<file path="src/rtl/bounded_stack_with_sort_defines.svh">
// assertion macros for the bounded stack with sort
// used by rtl files that carry concurrent checks; needs i_clk and i_rst_n in scope
`ifndef BOUNDED_STACK_WITH_SORT_DEFINES_SVH
`define BOUNDED_STACK_WITH_SORT_DEFINES_SVH

// same-cycle implication, held off during reset
`define BSWS_ASSERT_NOW(lbl, ante, cons, msg) \
    lbl: assert property (@(posedge i_clk) disable iff (!i_rst_n) (ante) |-> (cons)) \
        else $error(msg);

// next-cycle implication, held off during reset
`define BSWS_ASSERT_NEXT(lbl, ante, cons, msg) \
    lbl: assert property (@(posedge i_clk) disable iff (!i_rst_n) (ante) |=> (cons)) \
        else $error(msg);

`endif

</file>
<file path="src/rtl/bsws_pkg.sv">
// shared types and constants for the bounded stack with sort
// no dependencies
package bsws_pkg;

    localparam int DEPTH_DEFAULT = 16;
    localparam int WORD_W        = 32;
    localparam int CNT_OUT_W     = 5;

    typedef logic signed [WORD_W-1:0] t_word;

    // command codes, the fourth code is a no-op
    typedef enum logic [1:0] {
        CMD_PUSH = 2'd0,
        CMD_POP  = 2'd1,
        CMD_SORT = 2'd2
    } t_cmd;

    typedef enum logic [1:0] {
        ERR_NONE  = 2'd0,
        ERR_FULL  = 2'd1,
        ERR_EMPTY = 2'd2
    } t_err;

    typedef enum logic [1:0] {
        ST_IDLE,
        ST_SORT,
        ST_DONE
    } t_state;

    typedef struct packed {
        logic [1:0] cmd;
        t_word      push_value;
    } t_in_word;

    typedef struct packed {
        t_word                popped_value;
        t_word                top_value;
        logic                 top_valid;
        logic [CNT_OUT_W-1:0] entry_count;
        logic [CNT_OUT_W-1:0] odd_count;
        logic [1:0]           error_code;
    } t_out_word;

    // control broadcast to every cell
    typedef struct packed {
        logic shift_dn;
        logic shift_up;
        logic sort_step;
        logic phase;
    } t_cell_ctl;

endpackage

</file>
<file path="src/rtl/bsws_cell.sv">
// one stack cell: holds one entry, shifts with push and pop, compare-swaps for sort
// depends on bsws_pkg
module bsws_cell #(
    parameter int IDX   = 0,
    parameter int CNT_W = 5
) (
    input  logic                i_clk,
    input  bsws_pkg::t_cell_ctl i_ctl,
    input  logic [CNT_W-1:0]    i_count,
    input  bsws_pkg::t_word     i_upper,
    input  bsws_pkg::t_word     i_lower,
    output bsws_pkg::t_word     o_val
);
    import bsws_pkg::*;

    localparam logic [CNT_W:0] SELF_POS  = (CNT_W+1)'(IDX);
    localparam logic [CNT_W:0] LOWER_POS = (CNT_W+1)'(IDX + 1);
    localparam logic           PARITY    = 1'(IDX % 2);
    localparam logic           HAS_UPPER = (IDX > 0);

    t_word r_val;
    t_word n_val;
    logic  w_self_occ;
    logic  w_lower_occ;
    logic  w_leader;
    logic  w_follower;

    // occupancy from the fill count, pair role from the sort phase
    assign w_self_occ  = SELF_POS < {1'b0, i_count};
    assign w_lower_occ = LOWER_POS < {1'b0, i_count};
    assign w_leader    = (i_ctl.phase == PARITY);
    assign w_follower  = HAS_UPPER && (i_ctl.phase != PARITY);

    // leader keeps the smaller of its pair, follower the larger
    always_comb begin
        n_val = r_val;
        if (i_ctl.shift_dn) begin
            n_val = i_upper;
        end else if (i_ctl.shift_up) begin
            n_val = i_lower;
        end else if (i_ctl.sort_step) begin
            if (w_leader && w_lower_occ && (i_lower < r_val)) begin
                n_val = i_lower;
            end else if (w_follower && w_self_occ && (r_val < i_upper)) begin
                n_val = i_upper;
            end
        end
    end

    always_ff @(posedge i_clk) begin
        r_val <= n_val;
    end

    assign o_val = r_val;

endmodule

</file>
<file path="src/rtl/bounded_stack_with_sort.sv">
// top level of the bounded stack with sort: control, counters and result register
// depends on bsws_pkg, bsws_cell and bounded_stack_with_sort_defines.svh
//
// A LIFO of DEPTH signed 32-bit entries kept in a row of cells, the top entry in
// the first cell. Push and pop shift the whole row by one place, so a new word is
// accepted every cycle while no sort runs and the result register can be emptied.
// Sort runs an odd-even transposition over the row: one compare-swap phase per
// cycle, as many phases as there are entries, then a step that loads the result.
// A sort of n entries (n of two or more) holds off input until its result is
// loaded. Every word gives exactly one result word.
module bounded_stack_with_sort #(
    parameter int DEPTH = bsws_pkg::DEPTH_DEFAULT
) (
    input  logic               i_clk,
    input  logic               i_rst_n,
    input  logic               i_in_valid,
    output logic               o_in_ready,
    input  bsws_pkg::t_in_word i_in_data,
    output logic               o_out_valid,
    input  logic               i_out_ready,
    output bsws_pkg::t_out_word o_out_data
);
    import bsws_pkg::*;

    `include "bounded_stack_with_sort_defines.svh"

    localparam int CNT_W = $clog2(DEPTH + 1);
    localparam logic [CNT_W-1:0] CNT_FULL = CNT_W'(DEPTH);
    localparam logic [CNT_W-1:0] CNT_ONE  = CNT_W'(1);

    t_state           r_state;
    t_state           n_state;
    logic [CNT_W-1:0] r_count;
    logic [CNT_W-1:0] n_count;
    logic [CNT_W-1:0] r_odd;
    logic [CNT_W-1:0] n_odd;
    logic [CNT_W-1:0] r_pass;
    logic             r_phase;
    logic             r_out_valid;
    t_out_word        r_out;
    t_out_word        n_out;
    logic             w_load_out;
    logic             w_in_fire;
    logic             w_sort_start;
    logic             w_push_ok;
    t_cell_ctl        w_ctl;
    t_word            w_up  [DEPTH];
    t_word            w_val [DEPTH+1];

    // row of cells, the extra slot past the bottom reads as zero
    assign w_val[DEPTH] = '0;

    for (genvar g = 0; g < DEPTH; g++) begin : g_cell
        if (g == 0) begin : g_head
            assign w_up[g] = i_in_data.push_value;
        end else begin : g_body
            assign w_up[g] = w_val[g-1];
        end
        bsws_cell #(
            .IDX   (g),
            .CNT_W (CNT_W)
        ) u_cell (
            .i_clk   (i_clk),
            .i_ctl   (w_ctl),
            .i_count (r_count),
            .i_upper (w_up[g]),
            .i_lower (w_val[g+1]),
            .o_val   (w_val[g])
        );
    end

    // input handshake
    assign o_in_ready   = (r_state == ST_IDLE) && (!r_out_valid || i_out_ready);
    assign w_in_fire    = i_in_valid && o_in_ready;
    assign w_sort_start = w_in_fire && (i_in_data.cmd == CMD_SORT) && (r_count > CNT_ONE);
    assign w_push_ok    = w_in_fire && (i_in_data.cmd == CMD_PUSH) && (r_count != CNT_FULL);

    // next state
    always_comb begin
        n_state = r_state;
        case (r_state)
            ST_IDLE: begin
                if (w_sort_start) begin
                    n_state = ST_SORT;
                end
            end
            ST_SORT: begin
                if (r_pass == CNT_ONE) begin
                    n_state = ST_DONE;
                end
            end
            ST_DONE: begin
                n_state = ST_IDLE;
            end
            default: begin
                n_state = ST_IDLE;
            end
        endcase
    end

    // cell control, counters and result word
    always_comb begin
        w_ctl              = '0;
        w_ctl.phase        = r_phase;
        n_count            = r_count;
        n_odd              = r_odd;
        w_load_out         = 1'b0;
        n_out              = '0;
        n_out.top_value    = (r_count != '0) ? w_val[0] : '0;
        n_out.top_valid    = (r_count != '0);
        n_out.error_code   = ERR_NONE;
        case (r_state)
            ST_IDLE: begin
                if (w_in_fire && !w_sort_start) begin
                    w_load_out = 1'b1;
                    case (i_in_data.cmd)
                        CMD_PUSH: begin
                            if (r_count == CNT_FULL) begin
                                n_out.error_code = ERR_FULL;
                            end else begin
                                w_ctl.shift_dn  = 1'b1;
                                n_count         = r_count + CNT_ONE;
                                n_odd           = r_odd + CNT_W'(i_in_data.push_value[0]);
                                n_out.top_value = i_in_data.push_value;
                                n_out.top_valid = 1'b1;
                            end
                        end
                        CMD_POP: begin
                            if (r_count == '0) begin
                                n_out.error_code = ERR_EMPTY;
                            end else begin
                                w_ctl.shift_up     = 1'b1;
                                n_count            = r_count - CNT_ONE;
                                n_odd              = r_odd - CNT_W'(w_val[0][0]);
                                n_out.popped_value = w_val[0];
                                n_out.top_value    = (r_count > CNT_ONE) ? w_val[1] : '0;
                                n_out.top_valid    = (r_count > CNT_ONE);
                            end
                        end
                        default: begin
                            // short sort or unused code: report state as it is
                        end
                    endcase
                    n_out.entry_count = CNT_OUT_W'(n_count);
                    n_out.odd_count   = CNT_OUT_W'(n_odd);
                end
            end
            ST_SORT: begin
                w_ctl.sort_step = 1'b1;
            end
            ST_DONE: begin
                w_load_out        = 1'b1;
                n_out.entry_count = CNT_OUT_W'(r_count);
                n_out.odd_count   = CNT_OUT_W'(r_odd);
            end
            default: begin
            end
        endcase
    end

    // control registers
    always_ff @(posedge i_clk) begin
        if (!i_rst_n) begin
            r_state     <= ST_IDLE;
            r_count     <= '0;
            r_odd       <= '0;
            r_pass      <= '0;
            r_phase     <= 1'b0;
            r_out_valid <= 1'b0;
        end else begin
            r_state <= n_state;
            r_count <= n_count;
            r_odd   <= n_odd;
            if (w_sort_start) begin
                r_pass  <= r_count;
                r_phase <= 1'b0;
            end else if (r_state == ST_SORT) begin
                r_pass  <= r_pass - CNT_ONE;
                r_phase <= !r_phase;
            end
            if (w_load_out) begin
                r_out_valid <= 1'b1;
            end else if (i_out_ready) begin
                r_out_valid <= 1'b0;
            end
        end
    end

    // result payload
    always_ff @(posedge i_clk) begin
        if (w_load_out) begin
            r_out <= n_out;
        end
    end

    assign o_out_valid = r_out_valid;
    assign o_out_data  = r_out;

    `BSWS_ASSERT_NOW(a_count_bound, 1'b1, r_count <= CNT_FULL, "fill count past depth")
    `BSWS_ASSERT_NOW(a_odd_bound, 1'b1, r_odd <= r_count, "odd count above fill count")
    `BSWS_ASSERT_NOW(a_busy_stall, r_state != ST_IDLE, !o_in_ready, "input taken while sorting")
    `BSWS_ASSERT_NEXT(a_done_out, r_state == ST_DONE, o_out_valid, "sort ended without result")
    `BSWS_ASSERT_NEXT(a_push_count, w_push_ok, r_count == $past(r_count) + CNT_ONE, "push lost")

endmodule
</file>
<file path="config.mk">
export PLATFORM = sky130hd
export DESIGN_NAME = bounded_stack_with_sort
export DESIGN_NICKNAME = d
export VERILOG_FILES = /design/src/rtl/bsws_pkg.sv /design/src/rtl/bsws_cell.sv /design/src/rtl/bounded_stack_with_sort.sv
export VERILOG_INCLUDE_DIRS = /design/src /design/src/rtl
export SDC_FILE = /design/constraint.sdc
export NUM_CORES = 2
export LEC_CHECK = 0
export BUFFER_PORTS_ARGS = -buffer_cell sky130_fd_sc_hd__buf_2
export CAP_MARGIN = 20
export CORE_MARGIN = 4
export CORE_UTILIZATION = 51
export CTS_CLUSTER_SIZE = 40
export DETAILED_ROUTE_END_ITERATION = 8
export HOLD_SLACK_MARGIN = 0.12
export MAX_ROUTING_LAYER = met4
export PLACE_DENSITY = 0.76
export SETUP_SLACK_MARGIN = 0.02
export SLEW_MARGIN = 20
export SYNTH_ARGS = -nofsm -noshare
export SYNTH_HDL_FRONTEND = slang
export SYNTH_SLANG_ARGS = --single-unit
</file>
<file path="constraint.sdc">
create_clock -name i_clk -period 7.8 [get_ports i_clk]
set_clock_uncertainty 0.05 [all_clocks]
set_input_delay 0.39 -clock i_clk [delete_from_list [all_inputs] [get_ports i_clk]]
set_output_delay 0.39 -clock i_clk [all_outputs]
set_load 0.02 [all_outputs]
</file>
==> flow_summary.ini <==
[drt]
dr.pass1.iters = 6
viasPerCell = 5.67
ant_nets = 0
wl_per_cell_um = 18.2
routed_wirelength_um = 82100
drt_iter0_markers = 1798
drcViolationCount = 0
routed-via-count = 25547

[floorplan]
fp.dieW_um = 280
core_area_um2 = 73200
floorplan.rows = 99
die_y_um = 280
die_area_um2 = 78600
num_io_pins = 117
start_util_pct = 51.7

[global_routing]
antenna_found_initial = 1
grt_overflow = 0
grt_pass1_vias = 25304
grt_max_degree = 80
grt_first_pass_wirelength_um = 131000
grtUsageTotal_pct = 21.3

[clock_network]
htreeDepth = 3
hold_buffers = 31
postCtsSetupRepairBufs = 0
insertion_delay_ns = 0.62
cts_root_buf = clkbuf_16
numCtsBuffers = 68
cts.clk_slew.worst_paths_ns = 0.06
clockBufferDepth = 3
cts_tree = yes
cts.sinks = 608
cts_resized = 0

[synth]
synth.avg_cell_area_um2 = 11.3
yosysWarnings = 0
synth_xor_area_share_pct = 0.278
synth-simple-area-share_pct = 7.76
synth_compound_area_share_pct = 9.79
syn_area_um2 = 37800
synth-main-ff-cell = edfxtp_1
synthArstFlopShare_pct = 0
synthCells = 3338
synth_adder_area_share_pct = 15.9
synth.distinct_cells = 70
synth_top_family_by_area = adder cells
muxShareOfSynthArea_pct = 12.4
synth-seq-cells = 608
synth_nets = 3856
yosysSeqAreaShare_pct = 47.7
synth_edf_count = 589

[pwr]
pwr-share-clk_pct = 39.5
power.density_nw_per_um2 = 187
p_seq_share_pct = 49.0
p_sw_share_pct = 24.6
leakage_uw = 0.0185
vdd_ir_drop_max_v = 0.000196
p_comb_share_pct = 11.6
internal_power_uw = 5920
p_sw_uw = 1930

[timing]
layout_min_cycle_time_ns = 4.55
tns_ns = 0
period_share_pct = 58.3
holdWs_ns = 0.266
rsz0062_at_grt = false
finalSetupViolCount = 0
hold_viol = 0
worst_pin_slew_ns = 1.05
slew_violations = 0
slew_headroom_pct = 29.7
fmax_mhz = 220

[hold_path]
hold_depth = 2
hold_path.class = in -> reg
min_to = o_out_data[12]
min_from = i_in_data[32]

[critical_path]
reg2reg_from = r_count[2]
crit_fanout = 79
regToRegEndpoint = g_cell[11].u_cell.o_val[0]
crit_required_ns = 8.10
critPathKind = reg -> reg
cp.arrival_ns = 4.84
regToRegSetupSlack_ns = 3.25
endpoint_kind = flop
start_kind = flop
worst-r2r-cell-count = 9

[final_layout]
area_growth_pct = 10.9
n_fill_cell = 6018
drive_gt1_share_pct = 8.99
fin_util_pct = 57.3
layout.nets = 4018

[placed_design]
hpwl_um = 64400
io_buffers = 116
gp_congestion = 0.925

[run_status]
status = finished, final reports clean

[flow_run]
max_cap_violations = 0
[final cells by class]
| cell class | count | area, um2 | share of cell area (%) |
|---|---|---|---|
| Timing Repair Buffer | 183 | 1160 | 2.77 |
| Antenna cell | 1 | 2.50 | 0.00596 |
| Clock buffer | 88 | 1830 | 4.36 |
| Multi-Input combinational cell | 2153 | 17600 | 41.9 |
| Tap cell | 959 | 1200 | 2.86 |
| Clock inverter | 30 | 293 | 0.698 |
| Sequential cell | 608 | 18100 | 43.1 |
| Inverter | 486 | 1820 | 4.35 |
[cells by family after synthesis]
logic type	after synthesis
flops	608
compound gates	602
buf+inv	577
fa+ha+maj	480
mux	451
xor+xnor	12
simple gates	608
[metrics by stage]
step,worst slack (ns),total power (uW),cells,instance area (um2)
CTS,3.40,7920,4507,42000
floorplan,2.28,4540,3338,37800
global route,2.95,8180,4508,42000
finish,3.25,7850,4508,42000
global placement,3.54,4760,4358,39500
detailed placement,3.37,4800,4358,39500
[sequential cells by signal (all words and copies together), names as in the netlist]
name,cells
r_odd,5
o_out_data,77
r_pass,5
r_state,2
g_cell.u_cell.o_val,512
r_count,5
o_out_valid,1
r_phase,1
[critical path, cell delays in order, from the launching register on]
cell and delay [ns]:
dfxtp_1 0.78, nor2_1 0.38, nand3_1 0.26, nand2_1 0.22
nor2_4 0.12, buf_4 0.68, nor3b_1 0.12, o311ai_0 0.17
nand3_2 0.87, mux2_2 0.59
[synthesized netlist by cell type (5+ instances only)]
cell type  instances  share of area [%]
a211o_1           10               0.23
a2111oi_0          5               0.12
nor2_1           150                1.5
a21o_1            80                1.6
buf_2             22               0.29
o41ai_1            8               0.19
a21oi_1          199                2.6
or3_1              7               0.12
nand2b_1          17               0.28
o211ai_1          18               0.36
clkbuf_1          33               0.33
or4_1              6               0.12
mux2_2            15               0.45
a22oi_1           34               0.67
mux2_4            30                1.2
nor2b_1           24               0.40
nor4_1            19               0.31
nand3_1           46               0.61
o21ai_0          150                2.0
a221oi_1           5               0.12
o31ai_1            9               0.18
nor3_1            42               0.56
edfxtp_1         589                 47
buf_4             22               0.44
buf_1              8              0.079
mux2i_1          405                 11
ha_1             478                 16
o21a_1             7               0.14
a31oi_1            9               0.15
xnor2_1           11               0.25
nand2_1          184                1.8
nand4_1           80                1.3
a21oi_2            6               0.14
and4_1             7               0.16
inv_1            485                4.8
a211oi_1          34               0.67
dfxtp_1           19                1.0
[power groups by stage]
stage	registers, uW	logic, uW	clock network, uW
2_1_floorplan	3950	589	0
3_3_place_gp	3900	856	0
3_5_place_dp	3910	888	0
4_1_cts	3840	908	3170
5_1_grt	3860	1020	3300
6_report	3840	908	3100
[worst max path at each step]
stage           startpoint                          to  slack (ns)  depth (start not counted)
5_1_grt         r_count[2]  g_cell[11].u_cell.o_val[0]        2.95                          9
4_1_cts         r_count[2]  g_cell[11].u_cell.o_val[0]        3.40                          9
3_3_place_gp    r_count[2]   g_cell[2].u_cell.o_val[0]        3.54                          9
3_5_place_dp    r_count[2]  g_cell[11].u_cell.o_val[0]        3.37                          9
6_report        r_count[2]  g_cell[11].u_cell.o_val[0]        3.25                          9
2_1_floorplan  o_out_valid               o_out_data[0]        2.28                          7
[routing by layer]
metal  GRT usage, %  wire length, um
met1           27.5            36700
met2           34.7            38000
met3           3.98             5050
met4           5.95             2300
met5              -                0
[cell usage in the layout, fill, tap and decap left out, types with 8 or more instances in the layout]
cell and count:
a22oi_1 34, mux2_4 30, buf_4 36, mux2i_1 405, dfxtp_1 19, ha_1 478, a31oi_1 9, mux2_2 15
nor2_1 147, inv_1 485, dlygate4sd3_1 31, edfxtp_1 589, a21o_1 80, nor4_1 19, nand2_1 184, clkbuf_1 16
o21ai_0 149, xnor2_1 11, clkbuf_16 69, nand2b_1 17, nand3_1 44, o31ai_1 9, a211o_1 10, o41ai_1 8
a211oi_1 34, nor3_1 42, nand4_1 80, buf_2 116, o211ai_1 18, nor2b_1 24, a21oi_1 197, clkinv_1 14
No activity file was read; power rests on OpenSTA's default activity.
